===== config.mk =====
export PLATFORM = sky130hd
export DESIGN_NAME = light_bar_pair_matcher_top
export DESIGN_NICKNAME = d
export VERILOG_FILES = /design/src/hw/rtl/lbpm_pkg.sv /design/src/hw/rtl/light_bar_pair_matcher_top.sv
export SDC_FILE = /design/constraint.sdc
export NUM_CORES = 2
export LEC_CHECK = 0
export ABC_AREA = 0
export BUFFER_PORTS_ARGS = -buffer_cell sky130_fd_sc_hd__buf_2
export CAP_MARGIN = 20
export CELL_PAD_IN_SITES_DETAIL_PLACEMENT = 1
export CELL_PAD_IN_SITES_GLOBAL_PLACEMENT = 2
export CORE_MARGIN = 2
export CORE_UTILIZATION = 40
export CTS_BUF_LIST = sky130_fd_sc_hd__clkbuf_16
export CTS_CLUSTER_SIZE = 16
export DETAILED_ROUTE_END_ITERATION = 12
export GPL_TIMING_DRIVEN = 0
export PLACE_DENSITY = 0.85
export RECOVER_POWER = 25
export SYNTH_ARGS = -nofsm -noshare
export SYNTH_HDL_FRONTEND = slang
export SYNTH_SLANG_ARGS = --single-unit

===== constraint.sdc =====
create_clock -name i_clk -period 22.4 [get_ports i_clk]
set_input_delay 1.12 -clock i_clk [delete_from_list [all_inputs] [get_ports i_clk]]
set_output_delay 1.12 -clock i_clk [all_outputs]
set_load 0.005 [all_outputs]

===== src/hw/rtl/lbpm_pkg.sv =====
`timescale 1ns / 1ps
`default_nettype none
// ----------------------------------------------------------------------------
// lbpm_pkg
// Types and constants shared by the light bar pair matcher.
// ----------------------------------------------------------------------------
package lbpm_pkg;

    localparam int unsigned CfgIdxW    = 2;
    localparam int unsigned CfgDataW   = 14;
    localparam int unsigned ResultCap  = 28;
    localparam int unsigned HalfTurn   = 11520;
    localparam int unsigned RootSteps  = 17;

    typedef enum logic [CfgIdxW-1:0] {
        CFG_ANGLE_TOL = 2'd0,
        CFG_SIZE_DIV  = 2'd1
    } t_cfg_reg;

    typedef struct packed {
        logic [15:0] center_x;
        logic [15:0] center_y;
        logic [13:0] tilt;
        logic [15:0] bar_width;
        logic [15:0] bar_height;
        logic        last_bar;
    } t_in_word;

    typedef struct packed {
        logic        match_valid;
        logic [2:0]  first_index;
        logic [2:0]  second_index;
        logic [16:0] mid_x;
        logic [16:0] mid_y;
        logic [15:0] pair_angle;
        logic [12:0] long_side;
        logic [12:0] short_side;
        logic        dropped_bars;
        logic        last_result;
    } t_out_word;

    typedef enum logic [3:0] {
        S_IDLE,
        S_READ,
        S_CHECK,
        S_SQ_X,
        S_SQ_Y,
        S_ROOT,
        S_PUSH,
        S_NEXT,
        S_FLUSH
    } t_state;

endpackage
`default_nettype wire


===== src/hw/rtl/light_bar_pair_matcher_top.sv =====
`timescale 1ns / 1ps
`default_nettype none
// ----------------------------------------------------------------------------
// light_bar_pair_matcher_top
// Pairs fitted light bar ellipses of one frame into armor candidates.
// ----------------------------------------------------------------------------
// Bars load one per cycle into a small store. The bar marked last_bar starts
// the pair scan, during which the input stalls. Each pair takes a store
// read, a test and an advance; a matching pair then squares dx and dy on the
// shared 16x16 multiplier, runs the bit-serial square root and pushes its
// result, and an output stall can hold the push. Results are held one deep
// so the final one can carry last_result; a frame with no match yields one
// empty word. Bars beyond MAX_BARS are dropped and flagged on every result
// of the frame.
module light_bar_pair_matcher_top
    import lbpm_pkg::*;
#(
    parameter int unsigned MAX_BARS = 8
) (
    input  wire logic                i_clk,
    input  wire logic                i_rst_n,
    input  wire logic                i_valid,
    output logic                     o_stall,
    input  wire t_in_word            i_data,
    output logic                     o_valid,
    input  wire logic                i_stall,
    output t_out_word                o_data,
    input  wire logic                i_cfg_valid,
    output logic                     o_cfg_ready,
    input  wire logic [CfgIdxW-1:0]  i_cfg_index,
    input  wire logic [CfgDataW-1:0] i_cfg_data
);

    localparam int unsigned CW = $clog2(MAX_BARS + 1);
    localparam int unsigned IW = $clog2(MAX_BARS);

    t_state r_state, n_state;

    logic [13:0] r_tol;
    logic [3:0]  r_div;

    logic [15:0] mem_cx   [MAX_BARS];
    logic [15:0] mem_cy   [MAX_BARS];
    logic [13:0] mem_tilt [MAX_BARS];
    logic [15:0] mem_w    [MAX_BARS];
    logic [15:0] mem_h    [MAX_BARS];

    logic [CW-1:0] r_cnt;
    logic          r_ovf;
    logic [CW-1:0] r_i, r_j;
    logic [4:0]    r_nmatch;
    logic          r_have_pend;
    t_out_word     r_pend;

    logic [15:0] r_cxi, r_cxj, r_cyi, r_cyj, r_wi, r_wj, r_hi, r_hj;
    logic [13:0] r_ti, r_tj;
    logic        r_anti;
    logic [15:0] r_dx, r_dy;
    logic [32:0] r_acc;
    logic [32:0] r_rad;
    logic [33:0] r_root;
    logic [32:0] r_bit;
    logic [4:0]  r_step;

    logic          r_out_valid;
    t_out_word     r_out;

    // control decode
    logic w_accept, w_store, w_out_free, w_match, w_last_step;
    logic w_push_pend, w_flush_out;
    logic [CW-1:0] w_cnt_after;

    // datapath combinational
    logic [13:0] w_d0, w_d;
    logic        w_par, w_anti;
    logic        w_h_ok, w_w_ok;
    logic [15:0] w_hd, w_wd;
    logic [19:0] w_hd_mul, w_wd_mul;
    logic [16:0] w_h_sum, w_w_sum;
    logic [14:0] w_anti_sum;
    logic [15:0] w_mul_a;
    logic [31:0] w_prod;
    logic [33:0] w_trial;
    logic [12:0] w_nl, w_nw;
    t_out_word   w_new;
    t_out_word   w_empty;

    assign w_accept    = i_valid && !o_stall;
    assign w_store     = r_cnt < CW'(MAX_BARS);
    assign w_cnt_after = w_store ? r_cnt + CW'(1) : r_cnt;
    assign w_out_free  = !r_out_valid || !i_stall;
    assign w_last_step = r_step == 5'd0;

    assign o_cfg_ready = 1'b1;
    assign o_valid     = r_out_valid;
    assign o_data      = r_out;

    // angle and size tests
    assign w_d0       = (r_ti > r_tj) ? r_ti - r_tj : r_tj - r_ti;
    assign w_d        = (w_d0 > 14'(HalfTurn)) ? w_d0 - 14'(HalfTurn) : w_d0;
    assign w_par      = w_d < r_tol;
    assign w_anti_sum = {1'b0, w_d} + {1'b0, r_tol};
    assign w_anti     = w_anti_sum > 15'(HalfTurn);
    assign w_hd       = (r_hi > r_hj) ? r_hi - r_hj : r_hj - r_hi;
    assign w_wd       = (r_wi > r_wj) ? r_wi - r_wj : r_wj - r_wi;
    assign w_hd_mul   = w_hd * r_div;
    assign w_wd_mul   = w_wd * r_div;
    assign w_h_sum    = {1'b0, r_hi} + {1'b0, r_hj};
    assign w_w_sum    = {1'b0, r_wi} + {1'b0, r_wj};
    assign w_h_ok     = w_hd_mul < {3'b0, w_h_sum};
    assign w_w_ok     = w_wd_mul < {3'b0, w_w_sum};
    assign w_match    = (w_par || w_anti) && w_h_ok && w_w_ok;

    assign w_mul_a = (r_state == S_SQ_X) ? r_dx : r_dy;
    assign w_prod  = w_mul_a * w_mul_a;
    assign w_trial = r_root + {1'b0, r_bit};

    assign w_nl = 13'(w_h_sum >> 5);
    assign w_nw = 13'(r_root >> 4);

    always_comb begin
        w_new              = '0;
        w_new.match_valid  = 1'b1;
        w_new.first_index  = 3'(r_i);
        w_new.second_index = 3'(r_j);
        w_new.mid_x        = {1'b0, r_cxi} + {1'b0, r_cxj};
        w_new.mid_y        = {1'b0, r_cyi} + {1'b0, r_cyj};
        w_new.pair_angle   = 16'({2'b0, r_ti} + {2'b0, r_tj})
                           + (r_anti ? 16'(HalfTurn) : 16'd0);
        w_new.long_side    = (w_nl < w_nw) ? w_nw : w_nl;
        w_new.short_side   = (w_nl < w_nw) ? w_nl : w_nw;
        w_new.dropped_bars = r_ovf;
        w_new.last_result  = 1'b0;

        w_empty              = '0;
        w_empty.dropped_bars = r_ovf;
        w_empty.last_result  = 1'b1;
    end

    // next state
    always_comb begin
        n_state = r_state;
        unique case (r_state)
            S_IDLE: begin
                if (w_accept && i_data.last_bar) begin
                    n_state = (w_cnt_after < CW'(2)) ? S_FLUSH : S_READ;
                end
            end
            S_READ:  n_state = S_CHECK;
            S_CHECK: n_state = w_match ? S_SQ_X : S_NEXT;
            S_SQ_X:  n_state = S_SQ_Y;
            S_SQ_Y:  n_state = S_ROOT;
            S_ROOT:  n_state = w_last_step ? S_PUSH : S_ROOT;
            S_PUSH: begin
                if (!r_have_pend || w_out_free) begin
                    n_state = (r_nmatch == 5'(ResultCap - 1)) ? S_FLUSH : S_NEXT;
                end
            end
            S_NEXT: begin
                if ((r_j + CW'(1) < r_cnt) || (r_i + CW'(2) < r_cnt)) begin
                    n_state = S_READ;
                end else begin
                    n_state = S_FLUSH;
                end
            end
            S_FLUSH: n_state = w_out_free ? S_IDLE : S_FLUSH;
            default: n_state = S_IDLE;
        endcase
    end

    // outputs of the sequencer
    always_comb begin
        o_stall     = 1'b1;
        w_push_pend = 1'b0;
        w_flush_out = 1'b0;
        unique case (r_state)
            S_IDLE:  o_stall     = 1'b0;
            S_PUSH:  w_push_pend = r_have_pend && w_out_free;
            S_FLUSH: w_flush_out = w_out_free;
            default: o_stall     = 1'b1;
        endcase
    end

    always_ff @(posedge i_clk) begin
        if (!i_rst_n) begin
            r_state     <= S_IDLE;
            r_tol       <= 14'd128;
            r_div       <= 4'd5;
            r_cnt       <= '0;
            r_ovf       <= 1'b0;
            r_out_valid <= 1'b0;
            r_have_pend <= 1'b0;
            r_nmatch    <= '0;
        end else begin
            r_state <= n_state;
            if (i_cfg_valid && o_cfg_ready) begin
                case (i_cfg_index)
                    CFG_ANGLE_TOL: r_tol <= i_cfg_data;
                    CFG_SIZE_DIV:  r_div <= i_cfg_data[3:0];
                    default: ;
                endcase
            end
            if (w_accept) begin
                r_cnt       <= w_cnt_after;
                r_have_pend <= 1'b0;
                r_nmatch    <= '0;
                if (!w_store) begin
                    r_ovf <= 1'b1;
                end
            end
            if (r_state == S_PUSH && (!r_have_pend || w_out_free)) begin
                r_have_pend <= 1'b1;
                r_nmatch    <= r_nmatch + 5'd1;
            end
            if (w_flush_out) begin
                r_cnt <= '0;
                r_ovf <= 1'b0;
            end
            if (w_push_pend || w_flush_out) begin
                r_out_valid <= 1'b1;
            end else if (!i_stall) begin
                r_out_valid <= 1'b0;
            end
        end
    end

    always_ff @(posedge i_clk) begin
        if (w_accept && w_store) begin
            mem_cx[r_cnt[IW-1:0]]   <= i_data.center_x;
            mem_cy[r_cnt[IW-1:0]]   <= i_data.center_y;
            mem_tilt[r_cnt[IW-1:0]] <= i_data.tilt;
            mem_w[r_cnt[IW-1:0]]    <= i_data.bar_width;
            mem_h[r_cnt[IW-1:0]]    <= i_data.bar_height;
        end
        if (r_state == S_READ) begin
            r_cxi <= mem_cx[r_i[IW-1:0]];
            r_cxj <= mem_cx[r_j[IW-1:0]];
            r_cyi <= mem_cy[r_i[IW-1:0]];
            r_cyj <= mem_cy[r_j[IW-1:0]];
            r_ti  <= mem_tilt[r_i[IW-1:0]];
            r_tj  <= mem_tilt[r_j[IW-1:0]];
            r_wi  <= mem_w[r_i[IW-1:0]];
            r_wj  <= mem_w[r_j[IW-1:0]];
            r_hi  <= mem_h[r_i[IW-1:0]];
            r_hj  <= mem_h[r_j[IW-1:0]];
        end
    end

    always_ff @(posedge i_clk) begin
        if (w_accept) begin
            r_i <= '0;
            r_j <= CW'(1);
        end
        if (r_state == S_NEXT) begin
            if (r_j + CW'(1) < r_cnt) begin
                r_j <= r_j + CW'(1);
            end else begin
                r_i <= r_i + CW'(1);
                r_j <= r_i + CW'(2);
            end
        end
        if (r_state == S_CHECK) begin
            r_anti <= w_anti;
            r_dx   <= (r_cxi > r_cxj) ? r_cxi - r_cxj : r_cxj - r_cxi;
            r_dy   <= (r_cyi > r_cyj) ? r_cyi - r_cyj : r_cyj - r_cyi;
        end
        if (r_state == S_SQ_X) begin
            r_acc <= {1'b0, w_prod};
        end
        if (r_state == S_SQ_Y) begin
            r_rad  <= r_acc + {1'b0, w_prod};
            r_root <= '0;
            r_bit  <= 33'(1) << 32;
            r_step <= 5'(RootSteps - 1);
        end
        if (r_state == S_ROOT) begin
            if ({1'b0, r_rad} >= w_trial) begin
                r_rad  <= 33'({1'b0, r_rad} - w_trial);
                r_root <= (r_root >> 1) + {1'b0, r_bit};
            end else begin
                r_root <= r_root >> 1;
            end
            r_bit  <= r_bit >> 2;
            r_step <= r_step - 5'd1;
        end
        if (r_state == S_PUSH && (!r_have_pend || w_out_free)) begin
            r_pend <= w_new;
        end
        if (w_push_pend) begin
            r_out <= r_pend;
        end else if (w_flush_out) begin
            if (r_have_pend) begin
                r_out             <= r_pend;
                r_out.last_result <= 1'b1;
            end else begin
                r_out <= w_empty;
            end
        end
    end

endmodule
`default_nettype wire


# Yosys cells after proc, flatten, opt, wreduce, memory -nomap -nowiden
# Memory sizes are Yosys's and may differ from the RTL's. A register that Yosys moved wholly into a read port is not among the register bits.
# Cells that the tools add are included.
# Widths: inputs -> output; s select.
# word_totals
ram_bits	624
n_memories	5
in_bits	100
mem_bits_ro	0
latch_bits	0
reg_bits	364
out_inout_bits	88
# classes
reduce_logical	27
eq_ne	13
bitwise_logic	2
mux	50
n_addsub	28
magnitude_cmp	16
shift	0
mul	3
div	0
# mem_list
memory	depth	word_bits	read_ports	rd_clocked_by_memory_dff	write_ports	line	text
mem_cx	8	16	2	2	1	light_bar_pair_matcher_top.sv:42	logic [15:0] mem_cx [MAX_BARS];
mem_cy	8	16	2	2	1	light_bar_pair_matcher_top.sv:43	logic [15:0] mem_cy [MAX_BARS];
mem_h	8	16	2	2	1	light_bar_pair_matcher_top.sv:46	logic [15:0] mem_h [MAX_BARS];
mem_w	8	16	2	2	1	light_bar_pair_matcher_top.sv:45	logic [15:0] mem_w [MAX_BARS];
mem_tilt	8	14	2	2	1	light_bar_pair_matcher_top.sv:44	logic [13:0] mem_tilt [MAX_BARS];
# ops
operator	n
$mux 85	2
$sub 16x16->16	8
$mux 34	3
$mux 33	3
$mux 84	1
$mux 16	5
$add 16x16->17	4
$gt 16x16->1	4
$mux 31	2
$mux 4	13
$mux 14	3
$lt 20x17->1	2
$mul 16x4->20	2
$pmux 4 s9	1
$add 33x33->34	1
$add 34x33->34	1
$ge 33x34->1	1
$add 32x32->33	1
$sub 33x33->33	1
$mul 16x16->32	1
$add 14x14->15	2
$sub 14x14->14	2
$mux 12	2
$mux 5	4
34 further kinds	70

# Logic depth before layout (Yosys ltp)
# depth
depth_word	11
depth_mapped	41
ltp_nobuf	39

# Least setup slack after synthesis
# Ideal clock, no wire load.
# synth_path
kind	reg2reg
from	reg r_state[0]
to	reg r_cxi[0] (read register of mem_cx), enable pin
path_stages_with_launch	4
setup_time_ns	0.863
setup_slack_ns	10.337
arrival_time_ns	11.201
path_cell_list	dfxtp_1 -> clkbuf_1 -> nand2b_1 -> nor3_1
# synth_between
elab_chain_cells	1
# synth_rtl
item	line	text
start: declaration	light_bar_pair_matcher_top.sv:37	t_state r_state, n_state;
start signal: assignment	light_bar_pair_matcher_top.sv:195	r_state <= n_state;
$eq 4x1->1	light_bar_pair_matcher_top.sv:235	if (r_state == S_READ) begin
end: declaration	light_bar_pair_matcher_top.sv:55	logic [15:0] r_cxi, r_cxj, r_cyi, r_cyj, r_wi, r_wj, r_hi, r_hj;
# Every way passes these cells.
# A chain may end at the register's enable or synchronous reset.

# Final worst setup path
# layout_path
from	reg r_state[1]
to	reg r_rad[30]
# layout_between
elab_chain_cells	7
word_cells_on_any_way	9
# layout_rtl
item	line	text
$eq 4x2->1 (*)	light_bar_pair_matcher_top.sv:114	assign w_mul_a = (r_state == S_SQ_X) ? r_dx : r_dy;
$mux 16 (*)	light_bar_pair_matcher_top.sv:114	
$mul 16x16->32 (*)	light_bar_pair_matcher_top.sv:115	assign w_prod = w_mul_a * w_mul_a;
named net w_prod[24]	light_bar_pair_matcher_top.sv:82	logic [31:0] w_prod;
$add 32x32->33 (*)	light_bar_pair_matcher_top.sv:271	r_rad <= r_acc + {1'b0, w_prod};
$mux 33 (*)	light_bar_pair_matcher_top.sv:270	if (r_state == S_SQ_Y) begin
$mux 33	light_bar_pair_matcher_top.sv:277	if ({1'b0, r_rad} >= w_trial) begin
$mux 33 (*)	light_bar_pair_matcher_top.sv:276	if (r_state == S_ROOT) begin
end signal: assignment	light_bar_pair_matcher_top.sv:271	
end signal: assignment	light_bar_pair_matcher_top.sv:278	r_rad <= 33'({1'b0, r_rad} - w_trial);
end: declaration	light_bar_pair_matcher_top.sv:60	logic [32:0] r_rad;
# The timed path passes the listed nets; every way through them passes the cells marked *.

==> flow_metrics.py <==
metrics = {
    "run_status": {
        "status": "completed",
    },
    "route": {
        "vias": 51300,
        "remaining_drc_errors": 0,
        "final_antenna_net_count": 0,
        "drt-pass1-iter-count": 6,
        "via_per_inst": 5.63,
        "drt-total-wl_mm": 228,
        "drtIter0Drc": 3891,
        "wire_per_inst_um": 25.0,
    },
    "cts": {
        "cts_sinks": 1143,
        "hold_buffers": 0,
        "cts_tree": "yes",
        "cts_buffers": 131,
        "cts_setup_buffers": 0,
        "clock_latency_ps": 810,
        "htree_levels": 4,
        "ctsResizeCount": 0,
        "clk_pin_slew_ps": 60,
        "clockBufferDepth": 3,
        "clockRootBuffer": "clkbuf_16",
    },
    "sta": {
        "finalSetupTns_ps": 0,
        "finalSetupViolations": 0,
        "worst_slack_ps": 10050,
        "drv_slew": 0,
        "rsz0062_at_grt": "false",
        "clock_skew_ps": 35.6,
        "max_freq_mhz": 81.0,
        "finalCritPeriodShare_pct": 55.1,
        "fin_crit_ps": 12350,
        "hold_violations": 0,
        "relSlewSlack_pct": 21.4,
        "timing.hold.ws_ps": 458,
        "worst_pin_slew_ps": 1180,
    },
    "power": {
        "p_int_mw": 4.77,
        "switching_share_pct": 34.8,
        "total_power_mw": 7.32,
        "seq_power_share_pct": 35.4,
        "p_leak_nw": 33.2,
        "p_per_area_nw_per_um2": 86.6,
        "p_switching_mw": 2.54,
        "p_comb_share_pct": 35.8,
        "pwr-share-clk_pct": 28.8,
        "irDropWorstVdd_uv": 72.6,
    },
    "synth": {
        "yosys.area_share.xor_xnor_pct": 3.66,
        "synth-seq-cells": 1143,
        "synth_cell_type_count": 104,
        "synth_edf_count": 1071,
        "synth_top_family_by_area": "adder cells",
        "yosys-top-cells-area": "edfxtp_1 (43%), ha_1 (9.5%), mux4_2 (9.4%)",
        "ys_seq_area_share_pct": 44.9,
        "synth_compound_area_share_pct": 9.20,
        "synthMuxAreaShare_pct": 13.3,
        "syn_area_um2": 74900,
        "synth-main-ff-cell": "edfxtp_1",
        "yosysWarningCount": 0,
        "avgSynthCellArea_um2": 12.3,
        "synth.net_count": 7009,
        "yosysTopAreaCell": "edfxtp_1",
        "async_reset_ff_share_pct": 0,
        "synth_cells": 6099,
        "synth_fa_ha_area_share_pct": 15.9,
        "synthSimpleGateAreaFrac_pct": 8.39,
        "synth.top_cell.area_share_pct": 42.9,
    },
    "placed_design": {
        "routabilityCongestion": 0.870,
        "pre_cts_slack_ps": 10030,
        "dp_hpwl_mm": 172,
        "place_area_um2": 80100,
        "place_inst": 8841,
        "portBuffers": 186,
    },
    "worst_setup_path": {
        "critPathBufInv": 10,
        "crit_family": "adder cells",
        "cp-start-kind": "flop",
        "crit_path_frequent_cell": "inv_1",
        "slowest_stage": "mux2i_1",
        "worstSetupPathType": "flop to flop",
        "crit_required_ps": 23040,
        "critPathMaxStageDelay_ps": 1000,
        "critPathCaptureType": "flop",
        "worstPathArrival_ps": 12980,
        "crit_fanout": 10,
    },
    "finish": {
        "nets": 7421,
        "finalInstanceArea_um2": 84500,
        "area_delta_synth_final_pct": 12.8,
        "post_layout_nonfiller_instances": 9115,
        "layout-drive-gt1-share_pct": 14.9,
        "final_core_util_pct": 45.5,
    },
    "floorplanning": {
        "core-area_um2": 186000,
        "pin_count": 188,
        "row_count": 158,
        "dieArea_um2": 191000,
        "die_height_um": 437,
        "dieWidth_um": 437,
        "start_util_pct": 40.3,
    },
    "job": {
        "max-cap-violations": 0,
    },
    "global_routing": {
        "grt_use_total_pct": 23.5,
        "grt_max_degree": 65,
        "grt_overflow": 0,
        "antenna_found_initial": 38,
        "grt_pass1_vias": 54900,
        "grt_pass1_wl_mm": 342,
    },
    "worst_hold_path": {
        "hold_path.class": "flop to flop",
    },
}
==> routing by layer <==
layer  routed length (um)  part of all wire [%]  track usage (%)  vias to the layer above
met5                  100                 0.044                0                        -
met4                10700                   4.7             11.0                       16
met3                12300                   5.4             3.53                      472
met2               113000                    49             40.0                     1742
met1                92300                    41             29.2                    26000
li1                     -                     -                -                    23000
==> logic make-up after synthesis <==
logic type      count (synthesis)
simple gates                 1284
compound gates               1060
fa+ha+maj                     810
xor+xnor                      309
other cells                     2
flops                        1143
buf+inv                       909
mux                           582
==> synthesized netlist by cell type, types with 69 or more instances <==
cell and count:
a21o_1 114, a21oi_1 324, and2_1 149, clkbuf_1 158, dfxtp_1 72, edfxtp_1 1071, fa_1 239, ha_1 571
inv_1 662, mux2_2 176, mux2i_1 84, mux4_2 312, nand2_1 326, nor2_1 355, nor2b_1 72, nor3_1 79
o21ai_0 129, o21ai_1 69, xnor2_1 213, xor2_1 91
==> cells in the final DEF (no fill, tap or decap), types with 49 or more instances in the layout <==
cell / instances
and2_1: 149
buf_2: 137
clkbuf_1: 230
fa_1: 239
edfxtp_1: 1071
mux2_2: 176
nand3_1: 65
mux2i_1: 84
nand2b_1: 61
o21ai_1: 69
a21oi_1: 324
dfxtp_1: 72
o21ai_0: 129
ha_1: 571
a21o_1: 114
o21bai_1: 60
nor2b_1: 72
inv_1: 688
a31oi_1: 49
xor2_1: 91
nor3_1: 75
nand2_1: 325
mux4_2: 312
clkbuf_16: 134
xnor2_1: 213
a211oi_1: 59
nor2_1: 349
==> power by group through the flow <==
stage	registers, mW	logic, mW	clock network (mW)
6_report	2.59	2.62	2.11
5_1_grt	2.60	2.93	2.20
4_1_cts	2.59	2.63	2.13
3_5_place_dp	2.63	2.60	0
3_3_place_gp	2.66	2.49	0
2_1_floorplan	2.62	1.87	0
==> area by class of cell <==
| type | instances | area (um2) |
|---|---|---|
| timing repair buffer | 279 | 2210 |
| buffer | 233 | 940 |
| inverter | 676 | 2540 |
| clock inverter | 105 | 797 |
| clock buffer | 134 | 3350 |
| tap | 2480 | 3100 |
| multi-input combinational | 4047 | 37900 |
| fill | 19600 | 101000 |
| antenna | 18 | 45.0 |
| sequential | 1143 | 33600 |
==> sequential cells by signal (all words and copies together) (netlist names), 17 cells and up <==
register  cells
r_rad        33
mem_w       128
o_data       85
r_pend       83
mem_h       128
mem_cx      128
r_root       34
r_acc        31
mem_cy      128
r_bit        17
mem_tilt    112
==> final timing paths <==
check | startpoint | endpoint | slack [ps] | depth (start not counted)
setup / recovery | r_state[1] | r_rad[30] | 10050 | 38
hold / removal | r_ovf | r_pend[1] | 460 | 0
setup reg to reg | r_state[1] | r_rad[30] | 10050 | 38
hold reg to reg | r_ovf | r_pend[1] | 460 | 0
(Power assumes the default switching activity.)
